## config.mk

```make
export PLATFORM = sky130hd
export DESIGN_NAME = sync_length_xor_frame_receiver_top
export DESIGN_NICKNAME = d
export VERILOG_FILES = /design/src/rtl/core/slxfr_pkg.sv /design/src/rtl/core/sync_length_xor_frame_receiver_top.sv
export SDC_FILE = /design/constraint.sdc
export NUM_CORES = 1
export LEC_CHECK = 0
export BUFFER_PORTS_ARGS = -buffer_cell sky130_fd_sc_hd__buf_2
export CAP_MARGIN = 20
export CELL_PAD_IN_SITES_DETAIL_PLACEMENT = 0
export CELL_PAD_IN_SITES_GLOBAL_PLACEMENT = 1
export CORE_UTILIZATION = 30
export CTS_CLUSTER_DIAMETER = 30
export DETAILED_ROUTE_END_ITERATION = 12
export GPL_TIMING_DRIVEN = 0
export PLACE_DENSITY_LB_ADDON = 0.1
export SYNTH_ARGS = -nofsm -noshare
export SYNTH_HDL_FRONTEND = slang
export SYNTH_SLANG_ARGS = --single-unit
```

## constraint.sdc

```tcl
create_clock -name clk -period 3.7 [get_ports clk]
set_input_delay 0.185 -clock clk [delete_from_list [all_inputs] [get_ports clk]]
set_output_delay 0.185 -clock clk [all_outputs]
set_load 0.03 [all_outputs]
```

## src/rtl/core/slxfr_pkg.sv

```systemverilog
// ----------------------------------------------------------------------------
// slxfr_pkg
// Types and constants shared by the sync / length / xor frame receiver.
// ----------------------------------------------------------------------------
`default_nettype none

package slxfr_pkg;

  localparam int unsigned ByteW   = 8;
  localparam int unsigned RoleW   = 2;
  localparam int unsigned StatusW = 2;
  localparam int unsigned CfgIdxW = 1;
  localparam int unsigned InDataW  = 8;
  localparam int unsigned OutDataW = 32;

  localparam logic [ByteW-1:0] SyncFirstReset  = 8'hAA;
  localparam logic [ByteW-1:0] SyncSecondReset = 8'h55;

  typedef enum logic [2:0] {
    PH_HUNT1    = 3'd0,
    PH_HUNT2    = 3'd1,
    PH_LENGTH   = 3'd2,
    PH_PAYLOAD  = 3'd3,
    PH_CHECKSUM = 3'd4
  } phase_t;

  typedef enum logic [RoleW-1:0] {
    ROLE_ID   = 2'd0,
    ROLE_LEN  = 2'd1,
    ROLE_DATA = 2'd2,
    ROLE_PAST = 2'd3
  } role_t;

  typedef enum logic [StatusW-1:0] {
    ST_GOOD    = 2'd0,
    ST_BAD     = 2'd1,
    ST_TIMEOUT = 2'd2
  } status_t;

  typedef enum logic {
    CMD_BYTE    = 1'b0,
    CMD_TIMEOUT = 1'b1
  } cmd_t;

  typedef enum logic {
    KIND_PAYLOAD = 1'b0,
    KIND_END     = 1'b1
  } kind_t;

  typedef enum logic [CfgIdxW-1:0] {
    REG_SYNC_FIRST  = 1'd0,
    REG_SYNC_SECOND = 1'd1
  } cfg_reg_t;

endpackage

`default_nettype wire

```

## src/rtl/core/sync_length_xor_frame_receiver_top.sv

```systemverilog
// ----------------------------------------------------------------------------
// sync_length_xor_frame_receiver_top
// Deframer for sync / sync / length / payload / xor-checksum frames with
// sub-record tagging of each payload byte.
// ----------------------------------------------------------------------------
`default_nettype none

// One input word per cycle: a received byte (tuser 0) or a link timeout
// (tuser 1). The receiver hunts for the two sync bytes, takes the length,
// forwards every payload byte at once tagged with its sub-record role, id and
// data offset, and closes the frame with one end word carrying the checksum
// status (or a timeout status when the link times out inside the payload).
// Each word is decoded into the output register, so the result appears in the
// cycle after acceptance, and a new word is taken every cycle as long as the
// output register is empty or being drained. Sync and length bytes and
// timeouts outside the payload give no output. Sync bytes are written through
// the cfg port; the user must keep this to an idle stream (not enforced).
module sync_length_xor_frame_receiver_top (
  input  wire logic                            clk,
  input  wire logic                            rst,
  // config write port
  input  wire logic                            cfg_we,
  input  wire logic [slxfr_pkg::CfgIdxW-1:0]   cfg_index,
  input  wire logic [slxfr_pkg::ByteW-1:0]     cfg_data,
  // input stream
  input  wire logic                            s_tvalid,
  output logic                                 s_tready,
  input  wire logic [slxfr_pkg::InDataW-1:0]   s_tdata,  // [7:0] rx_byte
  input  wire logic                            s_tuser,  // [0] cmd
  // output stream
  output logic                                 m_tvalid,
  input  wire logic                            m_tready,
  // [7:0] byte_value, [9:8] record_role, [17:10] record_id,
  // [25:18] record_offset, [27:26] frame_status, [31:28] zero
  output logic [slxfr_pkg::OutDataW-1:0]       m_tdata,
  output logic                                 m_tuser   // [0] item_kind
);
  import slxfr_pkg::*;

  logic [ByteW-1:0] sync_first;
  logic [ByteW-1:0] sync_second;

  phase_t           phase, phase_next;
  role_t            record_phase, record_phase_next;
  logic [ByteW-1:0] frame_length, frame_length_next;
  logic [ByteW-1:0] payload_count, payload_count_next;
  logic [ByteW-1:0] running_xor, running_xor_next;
  logic [ByteW-1:0] current_record_id, current_record_id_next;
  logic [ByteW-1:0] record_bytes_left, record_bytes_left_next;
  logic [ByteW-1:0] data_offset, data_offset_next;

  logic             out_valid_next;
  logic             out_kind_next;
  logic [ByteW-1:0] out_byte_next;
  role_t            out_role_next;
  logic [ByteW-1:0] out_id_next;
  logic [ByteW-1:0] out_offset_next;
  status_t          out_status_next;

  logic             accept;
  logic [ByteW-1:0] rx_byte;
  logic             stop_point;
  logic [ByteW-1:0] left_dec;

  assign s_tready = !m_tvalid || m_tready;
  assign accept   = s_tvalid && s_tready;
  assign rx_byte  = s_tdata[ByteW-1:0];
  assign left_dec = record_bytes_left - 8'd1;

  // sub-record end lands past the last full record: consumed + 1 >= length
  assign stop_point = ({2'b00, payload_count} + 10'd2) >= {2'b00, frame_length};

  always_ff @(posedge clk) begin
    if (rst) begin
      sync_first  <= SyncFirstReset;
      sync_second <= SyncSecondReset;
    end else if (cfg_we) begin
      unique case (cfg_index)
        REG_SYNC_FIRST:  sync_first  <= cfg_data;
        REG_SYNC_SECOND: sync_second <= cfg_data;
        default: ;
      endcase
    end
  end

  always_comb begin
    phase_next             = phase;
    record_phase_next      = record_phase;
    frame_length_next      = frame_length;
    payload_count_next     = payload_count;
    running_xor_next       = running_xor;
    current_record_id_next = current_record_id;
    record_bytes_left_next = record_bytes_left;
    data_offset_next       = data_offset;
    out_valid_next         = 1'b0;
    out_kind_next          = KIND_PAYLOAD;
    out_byte_next          = '0;
    out_role_next          = ROLE_ID;
    out_id_next            = '0;
    out_offset_next        = '0;
    out_status_next        = ST_GOOD;

    if (s_tuser == CMD_TIMEOUT) begin
      if (phase == PH_PAYLOAD) begin
        out_valid_next  = 1'b1;
        out_kind_next   = KIND_END;
        out_status_next = ST_TIMEOUT;
        phase_next      = PH_HUNT1;
      end
    end else begin
      unique case (phase)
        PH_HUNT1: begin
          if (rx_byte == sync_first) phase_next = PH_HUNT2;
        end
        PH_HUNT2: begin
          phase_next = (rx_byte == sync_second) ? PH_LENGTH : PH_HUNT1;
        end
        PH_LENGTH: begin
          frame_length_next      = rx_byte;
          running_xor_next       = rx_byte;
          payload_count_next     = '0;
          current_record_id_next = '0;
          record_bytes_left_next = '0;
          record_phase_next      = ROLE_ID;
          data_offset_next       = '0;
          phase_next = (rx_byte == '0) ? PH_CHECKSUM : PH_PAYLOAD;
        end
        PH_PAYLOAD: begin
          out_valid_next     = 1'b1;
          out_byte_next      = rx_byte;
          out_role_next      = record_phase;
          running_xor_next   = running_xor ^ rx_byte;
          payload_count_next = payload_count + 8'd1;
          if (payload_count + 8'd1 == frame_length) phase_next = PH_CHECKSUM;
          case (record_phase)
            ROLE_ID: begin
              current_record_id_next = rx_byte;
              out_id_next            = rx_byte;
              record_phase_next      = ROLE_LEN;
            end
            ROLE_LEN: begin
              out_id_next            = current_record_id;
              record_bytes_left_next = rx_byte;
              data_offset_next       = '0;
              if (rx_byte == '0) begin
                record_phase_next = stop_point ? ROLE_PAST : ROLE_ID;
              end else begin
                record_phase_next = ROLE_DATA;
              end
            end
            ROLE_DATA: begin
              out_id_next            = current_record_id;
              out_offset_next        = data_offset;
              data_offset_next       = data_offset + 8'd1;
              record_bytes_left_next = left_dec;
              if (left_dec == '0) record_phase_next = stop_point ? ROLE_PAST : ROLE_ID;
            end
            default: ;
          endcase
        end
        PH_CHECKSUM: begin
          out_valid_next  = 1'b1;
          out_kind_next   = KIND_END;
          out_status_next = (rx_byte == running_xor) ? ST_GOOD : ST_BAD;
          phase_next      = PH_HUNT1;
        end
        default: phase_next = PH_HUNT1;
      endcase
    end
  end

  always_ff @(posedge clk) begin
    if (rst) begin
      phase             <= PH_HUNT1;
      record_phase      <= ROLE_ID;
      frame_length      <= '0;
      payload_count     <= '0;
      running_xor       <= '0;
      current_record_id <= '0;
      record_bytes_left <= '0;
      data_offset       <= '0;
    end else if (accept) begin
      phase             <= phase_next;
      record_phase      <= record_phase_next;
      frame_length      <= frame_length_next;
      payload_count     <= payload_count_next;
      running_xor       <= running_xor_next;
      current_record_id <= current_record_id_next;
      record_bytes_left <= record_bytes_left_next;
      data_offset       <= data_offset_next;
    end
  end

  // output register
  always_ff @(posedge clk) begin
    if (rst) begin
      m_tvalid <= 1'b0;
    end else if (s_tready) begin
      m_tvalid <= accept && out_valid_next;
    end
  end

  always_ff @(posedge clk) begin
    if (accept) begin
      m_tuser <= out_kind_next;
      m_tdata <= {4'b0000, out_status_next, out_offset_next, out_id_next,
                  out_role_next, out_byte_next};
    end
  end

endmodule

`default_nettype wire

```

==> results.txt <==
status = finished, final reports clean
initial antenna violation count = 0
total global-route track usage = 17.0%
first-pass GRT wire length = 23100 um
Worst Tran Pin Value = 0.904 ns
crit-path max FO = 6
area added between synthesis and finish = 17.3%
Final Hold Viols = 0
switching pwr = 594 uW
clock latency on the worst-skew pair = 0.36 ns
n_diodes = 0
VDD IR max = 252 uV
Root Driver = clkbuf_16
Final setup violation count = 0
Die W = 135 um
Die Ht = 135 um
minimum clock period = 2.53 ns
CTS resizes = 0
cell count after synthesis = 590
GR peak layer = met2
f_max = 396 MHz
grt ovf = 0
hold_sp = cfg_data[7]
met1 usage = 23.0%
routed wire length = 15100 um
Setup Fix Bufs, Post-CTS = 0
1st-pass router iterations = 5
DRC Markers = 0
final hold slack = 0.0670 ns
critical path, cell by cell = ha_1, nand3_1, nor2_1, xor2_1, ha_1, nand4_1, nor2_1, a311oi_1, and2_1, a2bb2oi_1, o32ai_2
pwr dens = 387 mW/mm2
Wirelength per Cell = 17.0 um
Iter 0 DRT Violations = 272
largest net degree at the start of global routing = 30
routed vias/inst = 4.98
crit end category = register
mapped cell area = 0.00528 mm2
CTS Sinks = 99
Distinct cells, synth = 61
CTS Buffer Depth = 2
Synth async-reset ratio = 0%
static leakage = 0.00241 uW
setup TNS = 0 ns
Worst Hold Class = primary input to register
Rel. slew slack = 39.7%
syn_area_per_cell = 8.95 um2
CTS H-tree depth = 3
DR vias = 4411
crit path max-delay cell type = dfxtp_1
CTS Hold Bufs = 0
sequential-to-total area share from yosys stat = 43.0%
R2R Path Start = payload_count[1]$_SDFFE_PP0P_
Setup Skew = 0.00794 ns
die area = 0.0181 mm2
share of cells above drive strength 1 = 13.6%
startpoint types = register
total CTS buffers = 9
Logic pwr share = 7.1%
number of global-route vias before repair = 4047
ANT nets after route = 0
Internal = 1800 uW
num rows = 48
unrepaired setup endpoints after global routing = false
Critical Path RT = 3.95 ns
CORE AREA = 0.0172 mm2
NumNets Final = 695
max-slew violation count = 0
routability cong. = 0.805
R2R cell count = 11
switch share = 24.8%
Yosys reg bits = 99
GR Util met3 = 3.83%
max_cap viols = 0
detailed placement HPWL = 10800 um
crit path DAT = 2.77 ns
Crit Path Category = register to register
Crit path largest cell delay = 0.42 ns
Top FF cell, synth = dfxtp_1
# fillers = 1827
Post-synth EDFFs = 29
Worst-path clk slew = 0.08 ns
crit share post-route = 68.3%
Worst Setup SP = payload_count[1]$_SDFFE_PP0P_
IO Port Bufs = 50
Initial Utilization = 30.6%
Ys Warns = 0
routing usage on met2 = 27.3%
clock share of power = 45.2%
TritonCTS clock tree = built
I/O pin count = 58
WHS Path Cells = 3
Reg power frac = 47.7%
[logic make-up (layout without fill, tap and decap cells)]
| family | Yosys count | in the layout | synth area share (%) |
|---|---|---|---|
| other | 1 | 4 | 0.0710 |
| and+or+nand+nor | 225 | 225 | 21.4 |
| buffers and inverters | 70 | 137 | 6.33 |
| xor gates and xnor gates | 50 | 50 | 8.44 |
| DFF | 99 | 99 | 43.0 |
| muxes | 8 | 8 | 1.52 |
| AOI/OAI and AO/OA | 120 | 120 | 15.2 |
| adders and majority gates | 17 | 17 | 4.03 |
[worst max-delay path: cells and delay by family, from the launching register on]
kind | cells | cell delay (ns)
AND/OR/NAND/NOR | 5 | 0.66
flip-flops | 1 | 0.42
adder cells (fa/ha/maj) | 2 | 0.55
XOR/XNOR | 1 | 0.16
AO/OA/AOI/OAI | 3 | 0.62
[power groups by stage]
stage | Clock [uW] | Combinational [uW] | Sequential, uW
after floorplan | 0 | 81.6 | 1190
after global placement | 0 | 168 | 1170
after detailed placement | 0 | 168 | 1170
after CTS | 1120 | 168 | 1140
after global routing | 1150 | 183 | 1140
final | 1080 | 170 | 1140
[path summary, 6_finish.rpt]
path | end | slack, ns
min | sync_first[7]$_SDFFE_PP1P_ | 0.07
max reg2reg | record_phase[1]$_SDFFE_PP0P_ | 1.17
max | record_phase[1]$_SDFFE_PP0P_ | 1.17
min reg2reg | sync_second[3]$_SDFFE_PP0P_ | 0.47
[cell type report]
cell class	instances	area, um2	share of cell area (%)
multi-input cells	424	2680	43.4
flip-flops and latches	99	2270	36.7
well taps	225	282	4.55
repair buffers	51	278	4.49
plain buffers	49	255	4.12
clock buffers	9	225	3.64
clock inverters	7	116	1.88
inverters	21	78.8	1.27
[Yosys cell counts (all sizes together), types with 2 or more instances]
cell type,number,area share (%)
o211ai,4,0.57
xnor2,19,3.2
a22oi,14,2.0
a21oi,35,3.3
o22ai,2,0.24
or3b,2,0.33
nand2b,2,0.24
and3,16,1.9
a211oi,3,0.43
nand3,14,1.3
a211o,4,0.66
nor3b,2,0.28
edfxtp,29,16
a32oi,8,1.3
ha,17,4.0
a21o,6,0.85
clkbuf,38,3.1
nand2,54,3.8
nor2,71,5.1
xor2,31,5.3
or4,2,0.43
dfxtp,70,27
nand4,10,1.3
a311oi,2,0.33
and2,6,0.71
nand3b,9,1.3
nor2b,3,0.36
a31oi,4,0.47
inv,21,1.5
or3,3,0.36
nor4,12,1.7
nor3,15,1.5
o21ai,26,2.5
mux2i,8,1.5
buf,11,1.8
[state kept, by name (all words and copies together) (netlist names)]
name               flops
current_record_id      8
data_offset            8
frame_length           8
m_tdata               28
m_tuser                1
m_tvalid               1
payload_count          8
phase                  3
record_bytes_left      8
record_phase           2
running_xor            8
sync_first             8
sync_second            8
[layer usage]
metal,vias up,wire length [um]
met5,-,0
met3,13,679
li1,2213,-
met2,94,6890
met4,0,167
met1,2091,7330
[per-stage QoR]
| stage | setup WS [ns] | cells | power (uW) | utilization [%] | cell area (um2) |
|---|---|---|---|---|---|
| 2_1_floorplan | 1.48 | 593 | 1270 | - | 5290 |
| 3_3_place_gp | 1.17 | 868 | 1340 | 33.8 | 5820 |
| 3_5_place_dp | 1.18 | 868 | 1340 | 33.8 | 5820 |
| 4_1_cts | 1.16 | 884 | 2430 | 35.8 | 6160 |
| 5_1_grt | 0.896 | 885 | 2480 | 35.9 | 6190 |
| 6_report | 1.17 | 885 | 2390 | 35.9 | 6190 |
[layout by cell type (no fill, tap or decap), types with 5 or more instances in the layout]
master	count
a22oi_1	14
mux2i_1	8
ha_1	17
o21ai_0	25
a32oi_1	8
a21oi_1	35
a21o_1	6
and2_1	6
buf_2	52
buf_4	5
nand4_1	9
nand3_1	14
and3_1	16
nand2_1	54
xor2_1	30
nor2_1	70
edfxtp_1	29
clkbuf_1	36
dfxtp_1	70
clkbuf_16	9
inv_1	21
nor3_1	14
xnor2_1	19
nand3b_1	9
nor4_1	11
(Power assumes the default switching activity.)
